===== src/hdl/tmcw_pkg.sv =====
// ----------------------------------------------------------------------------
// tmcw_pkg
// Shared types and constants of the text-mode console writer: screen
// geometry, cell constants, command codes, controller states and the
// command and status bundles between controller and datapath.
// ----------------------------------------------------------------------------
package tmcw_pkg;

  localparam int COLS   = 80;
  localparam int ROWS   = 25;
  localparam int CELLS  = ROWS * COLS;
  localparam int ADDR_W = $clog2(CELLS);
  localparam int COL_W  = 7;
  localparam int ROW_W  = 5;
  localparam int CELL_W = 16;

  localparam logic [CELL_W-1:0] BLANK_WHITE = 16'h0F20;
  localparam logic [CELL_W-1:0] BLANK_PLAIN = 16'h0020;
  localparam logic [7:0]        CH_NEWLINE   = 8'd10;
  localparam logic [7:0]        CH_BACKSPACE = 8'd8;

  typedef enum logic [1:0] {
    CMD_PUT   = 2'd0,
    CMD_CLEAR = 2'd1,
    CMD_READ  = 2'd2
  } cmd_t;

  typedef enum logic [2:0] {
    ST_INIT,
    ST_IDLE,
    ST_CLEAR,
    ST_COPY,
    ST_DRAIN,
    ST_BLANK,
    ST_FINISH
  } state_t;

  // Commands from the controller to the datapath.
  typedef struct packed {
    logic accept;      // carry out the immediate part of an accepted item
    logic fill_wr;     // write the fill word at the sweep address
    logic blank_wr;    // write a white blank at the sweep address
    logic copy_rd;     // read the cell one row below the sweep address
    logic sweep_inc;
    logic sweep_clr;
    logic out_load;
  } dp_cmd_t;

  // Status from the datapath to the controller.
  typedef struct packed {
    logic is_clear;
    logic need_scroll;
    logic sweep_last_copy;
    logic sweep_last;
    logic out_free;
  } dp_status_t;

endpackage


===== src/hdl/tmcw_ctrl.sv =====
// ----------------------------------------------------------------------------
// tmcw_ctrl
// Controller of the console writer: reset clearing pass, item acceptance,
// clear and scroll sweeps and hand-over of the result.
// ----------------------------------------------------------------------------
module tmcw_ctrl
  import tmcw_pkg::*;
(
  input  logic       clk,
  input  logic       rst,
  input  logic       in_valid,
  output logic       in_ready,
  input  dp_status_t st,
  output dp_cmd_t    ctl
);

  state_t state, state_next;

  always_ff @(posedge clk) begin
    if (rst) begin
      state <= ST_INIT;
    end else begin
      state <= state_next;
    end
  end

  always_comb begin
    state_next = state;
    ctl        = '0;
    in_ready   = 1'b0;
    case (state)
      ST_INIT: begin
        ctl.fill_wr   = 1'b1;
        ctl.sweep_inc = 1'b1;
        if (st.sweep_last) begin
          ctl.sweep_clr = 1'b1;
          state_next    = ST_IDLE;
        end
      end
      ST_IDLE: begin
        in_ready = 1'b1;
        if (in_valid) begin
          ctl.accept    = 1'b1;
          ctl.sweep_clr = 1'b1;
          if (st.is_clear) begin
            state_next = ST_CLEAR;
          end else if (st.need_scroll) begin
            state_next = ST_COPY;
          end else begin
            state_next = ST_FINISH;
          end
        end
      end
      ST_CLEAR: begin
        ctl.fill_wr   = 1'b1;
        ctl.sweep_inc = 1'b1;
        if (st.sweep_last) begin
          ctl.sweep_clr = 1'b1;
          state_next    = ST_FINISH;
        end
      end
      ST_COPY: begin
        ctl.copy_rd   = 1'b1;
        ctl.sweep_inc = 1'b1;
        if (st.sweep_last_copy) begin
          state_next = ST_DRAIN;
        end
      end
      // The last copied cell is written back in this cycle.
      ST_DRAIN: begin
        state_next = ST_BLANK;
      end
      ST_BLANK: begin
        ctl.blank_wr  = 1'b1;
        ctl.sweep_inc = 1'b1;
        if (st.sweep_last) begin
          ctl.sweep_clr = 1'b1;
          state_next    = ST_FINISH;
        end
      end
      ST_FINISH: begin
        if (st.out_free) begin
          ctl.out_load = 1'b1;
          state_next   = ST_IDLE;
        end
      end
      default: begin
        state_next = ST_IDLE;
      end
    endcase
  end

endmodule


===== config.mk =====
export PLATFORM = sky130hd
export DESIGN_NAME = tmcw_ctrl
export DESIGN_NICKNAME = d
export VERILOG_FILES = /design/src/hdl/tmcw_pkg.sv /design/src/hdl/tmcw_ctrl.sv
export SDC_FILE = /design/constraint.sdc
export NUM_CORES = 1
export LEC_CHECK = 0
export BUFFER_PORTS_ARGS = -buffer_cell sky130_fd_sc_hd__buf_2
export CORE_AREA = 4 4 41 43
export CTS_CLUSTER_DIAMETER = 80
export CTS_CLUSTER_SIZE = 16
export DETAILED_ROUTE_END_ITERATION = 8
export DIE_AREA = 0 0 45 47
export PLACE_DENSITY_LB_ADDON = 0.12
export SETUP_SLACK_MARGIN = 0.3
export SLEW_MARGIN = 20
export SYNTH_ARGS = -nofsm -noshare
export SYNTH_HDL_FRONTEND = slang
export SYNTH_SLANG_ARGS = --single-unit

===== constraint.sdc =====
create_clock -name clk -period 1.4 [get_ports clk]
set_input_delay 0.21 -clock clk [delete_from_list [all_inputs] [get_ports clk]]
set_output_delay 0.21 -clock clk [all_outputs]
set_load 0.02 [all_outputs]

# ---- Word level (Yosys, flattened, before mapping)
# Cells that the tools add are included.
dict set report word_totals {
  reg_bits 3
  out_inout_bits 8
  inputBits 8
  word_cells 37
}
dict set report classes {
  n_reduce_logical 6
  n_mux 19
  n_eq_ne 11
}
# cell n
set op_table {}
lappend op_table {{3-bit 2-to-1 mux} 7}
lappend op_table {{3-bit case mux with 6 select lines} 1}
lappend op_table {{1-bit 2-to-1 mux} 10}
lappend op_table {{3-bit equality test (second input constant)} 3}
lappend op_table {{2-bit != test (second input constant)} 4}
lappend op_table {{3-bit by 2-bit equality test with 1-bit output (second input constant)} 2}
lappend op_table {{5-bit AND reduction} 1}
lappend op_table {{2-bit OR reduction} 2}
lappend op_table {{4-bit OR reduction} 1}
lappend op_table {{3-bit by 1-bit equality test with 1-bit output (second input constant)} 1}
lappend op_table {{3-bit logical NOT} 1}
lappend op_table {{3-bit OR reduction} 1}
lappend op_table {{2-bit by 1-bit != test with 1-bit output (second input constant)} 1}
lappend op_table {{1-bit case mux with 2 select lines} 1}

# ---- Logic depth before layout (Yosys ltp)
dict set report logic_depth {
  depth_word 4
  mapped_depth 4
  depth_no_buf 3
}

# ---- Worst setup path before layout
# No wires, ideal clock.
dict set report synth_timing {
  kind {register to output}
  start {register state[2]}
  end {output port ctl[0] in the netlist's numbering}
  stages_incl_launch_ff 4
  setup_slack_ns 0.049
  t_required_ns 1.190
  t_arrival_ns 1.141
  path_buffers 1
  path_cell_list {dfxtp_1 > buf_4 > nand2_1 > nor3b_1}
}
# item line
set synth_lines {}
lappend synth_lines {{start: declaration} tmcw_ctrl.sv:17} ;# state_t state, state_next;
lappend synth_lines {{start signal: assignment} tmcw_ctrl.sv:23} ;# state <= state_next;
lappend synth_lines {{end: declaration} tmcw_ctrl.sv:14} ;# output dp_cmd_t ctl

==> impl_metrics.yaml <==
worst_setup_path:
  critical_path_required_ns: 1.19
  crit_path_max_incr_delay_ns: 0.36
  regToRegStartpoint: "state[0]"
  path_cells: "mux2i_2 > nand2b_4 > nand2_2 > buf_6"
  start_kind: "register"
  timing.critical_path.to_type: "output port"
  slowest_stage: "sky130_fd_sc_hd__dfxtp_4"
  critPathArrivalTime_ns: 1.14
  ff2ff_path_depth: 5
  regToRegEndpoint: "state[2]"
  r2r_setup_slack_ns: 0.21
  critical_path.n_buffers_inverters: 1
  critPathKind: "register to output port"
  worst-path-max-fanout: 4
  worst_path_dominant_cell_family: "flip-flops"
floorplanning:
  die_w_um: 45
  die_height_um: 47
  start_util: 0.211
  rows: 13
  overall_die_area_um2: 2120
  ios: 16
  floorplan.core_area_um2: 1300
synth:
  syn-mean-instance-area_um2: 7.83
  synth_seq_cells: 3
  post_synth_inst_count: 35
  net_count_of_the_mapped_netlist: 43
  synth_area_um2: 274
  seq_area_frac_synth: 0.219
  synth_warnings: 0
  post_synth_num_cell_types: 22
detailed_routing:
  drt_first_pass_iters: 2
  drc_violations_left: 0
  routedWlPerCell_um: 12.6
  drt-vias-per-instance: 4.46
  ant_nets: 0
  drtIter0Drc: 5
  vias: 339
  routed_wirelength_um: 960
clocking:
  cts-htree-levels: 1
  cts_sinks: 3
  ctsRootBufferMaster: "sky130_fd_sc_hd__clkbuf_4"
  ctsLongestPathBuffers: 2
  clk_pin_slew_worst_paths_ns: 0.04
  clock_tree_from_tritoncts: "built"
  tritoncts_buffers: 3
  clk-insertion-delay-late_ns: 0.23
power:
  p_per_area_nw_per_um2: 943
  ir_drop_mv: 0.544
  static-leakage-power_nw: 0.276
  report.power.total_uw: 598
placement:
  dp_cells: 66
  routability_congestion: 0.851
  placement.cell_area_um2: 410
  post-place-ws_ns: 0.136
  post-dp-hpwl_um: 672
  port_buffers: 15
sta:
  hold_ws_ns: 0.179
  slew_headroom: 0.843
  worst_slack_ns: 0.0452
  fin_crit_sh: 0.968
  tightest_slew_ns: 0.235
  period_needed_ns: 1.35
  fmaxAchievable_mhz: 738
  final_hold_viol_count: 0
  timing_max_transition_violations_final: 0
  fin_skew_ns: 0.000548
  totalNegativeSetupSlack_ns: 0
  timing.final.setup_violations: 0
  unrepaired_setup_endpoints_after_global_routing: "yes"
run_status:
  status: "complete, no violations"
layout:
  filler_cell_count: 135
  layout_commonest_cell: "sky130_fd_sc_hd__buf_6"
  reg.largest.list: "state: 3 flops"
  final_design_area_no_fill_um2: 634
  largest_reg_flops: 3
  final_cell_mix: "sky130_fd_sc_hd__buf_6 (10), sky130_fd_sc_hd__buf_2 (7), sky130_fd_sc_hd__buf_4 (6)"
  proportion_of_layout_cells_with_a_drive_suffix_above_1: 0.803
  register_with_the_most_flip_flops: "state"
  nets: 70
  antennaDiodeCount: 0
  synthToLayoutAreaGrowth_pct: 132
  finalNonFillerCells: 76
  final_core_utilization: 0.488
grt:
  grt_first_pass_wirelength_mm: 1.60
  first_global_vias: 384
  gr-usage-all-layers: 0.103
  grt_remaining_overflow: 0
  antenna_found_initial: 0
  grt_max_degree: 8
hold_path:
  worst_hold_startpoint: "rst"
  hold_class: "input pin to register"
  worst_hold_path.endpoint: "state[1]"
  hold-path-cell-count: 2
flow_run:
  cap_viol_max_count: 0
-- power breakdown --
part / internal [mW] / total (mW) / leakage, nW / switching, mW
Sequential: 0.0982 / 0.117 / 0.0267 / 0.0185
Combinational: 0.178 / 0.330 / 0.234 / 0.153
Clock: 0.107 / 0.151 / 0.0150 / 0.0441
Total: 0.383 / 0.598 / 0.276 / 0.215
-- what timing repair did --
action / CTS / global route
hold endpoints to repair: 0 / 0
gates cloned: 0 / 0
pin swaps: 4 / 7
setup buffers: 5 / 1
hold buffers: 0 / 0
setup endpoints to repair: 9 / 11
gates resized for setup: 26 / 15
-- layer usage --
| metal | global-route usage | up-vias | part of all wire |
|---|---|---|---|
| li1 | - | 175 | - |
| met1 | 0.118 | 154 | 0.42 |
| met2 | 0.186 | 10 | 0.54 |
| met3 | 0.0345 | 0 | 0.039 |
| met4 | 0.0175 | 0 | 0 |
| met5 | 0 | - | 0 |
-- worst max path at each step --
stage / cells past startpoint / startpoint / end / slack [ns]
global route: 4 / state[2] / ctl[1] / -0.005
finish: 4 / state[2] / ctl[1] / 0.05
detailed placement: 4 / state[0] / ctl[1] / 0.14
CTS: 4 / state[2] / ctl[1] / 0.02
floorplan: 3 / state[1] / ctl[6] / 0.31
global placement: 3 / state[0] / ctl[2] / 0.18
-- cells in the mapped netlist (all sizes together) --
cell type | count | area (um^2)
o2bb2ai | 1 | 8.76
nor2 | 4 | 15.0
nor4 | 1 | 12.5
a21oi | 2 | 10.0
a211oi | 1 | 7.51
nor3b | 2 | 15.0
mux2i | 1 | 10.0
nand2b | 2 | 12.5
o21ai | 1 | 5.00
nand2 | 3 | 11.3
nor2b | 1 | 8.76
and2b | 1 | 7.51
buf | 2 | 18.8
a31o | 1 | 8.76
nor4bb | 1 | 10.0
xnor2 | 1 | 8.76
and2 | 2 | 12.5
and3b | 1 | 8.76
dfxtp | 3 | 60.1
nor3 | 3 | 15.0
o21a | 1 | 7.51
-- cell type report --
class,instances,area (um^2),share of cell area
Sequential cell,3,71.3,0.112
Clock buffer,4,26.3,0.0414
Multi-Input combinational cell,30,310,0.489
Tap cell,15,18.8,0.0296
Timing Repair Buffer,24,208,0.327
-- worst register-to-register path: stages (launching register included) --
cell                        delay [ns]
sky130_fd_sc_hd__dfxtp_4          0.35
sky130_fd_sc_hd__buf_8            0.14
sky130_fd_sc_hd__buf_6            0.12
sky130_fd_sc_hd__and2b_2          0.21
sky130_fd_sc_hd__o2bb2ai_2        0.13
sky130_fd_sc_hd__nor3_2           0.16
-- logic make-up after synthesis --
| family | synth area share |
|---|---|
| muxes | 0.0365 |
| and+or+nand+nor | 0.470 |
| AOI/OAI and AO/OA | 0.174 |
| buffers and inverters | 0.0685 |
| xor gates and xnor gates | 0.0320 |
| DFF | 0.219 |
Note: power is estimated with default switching activity, not from simulation.
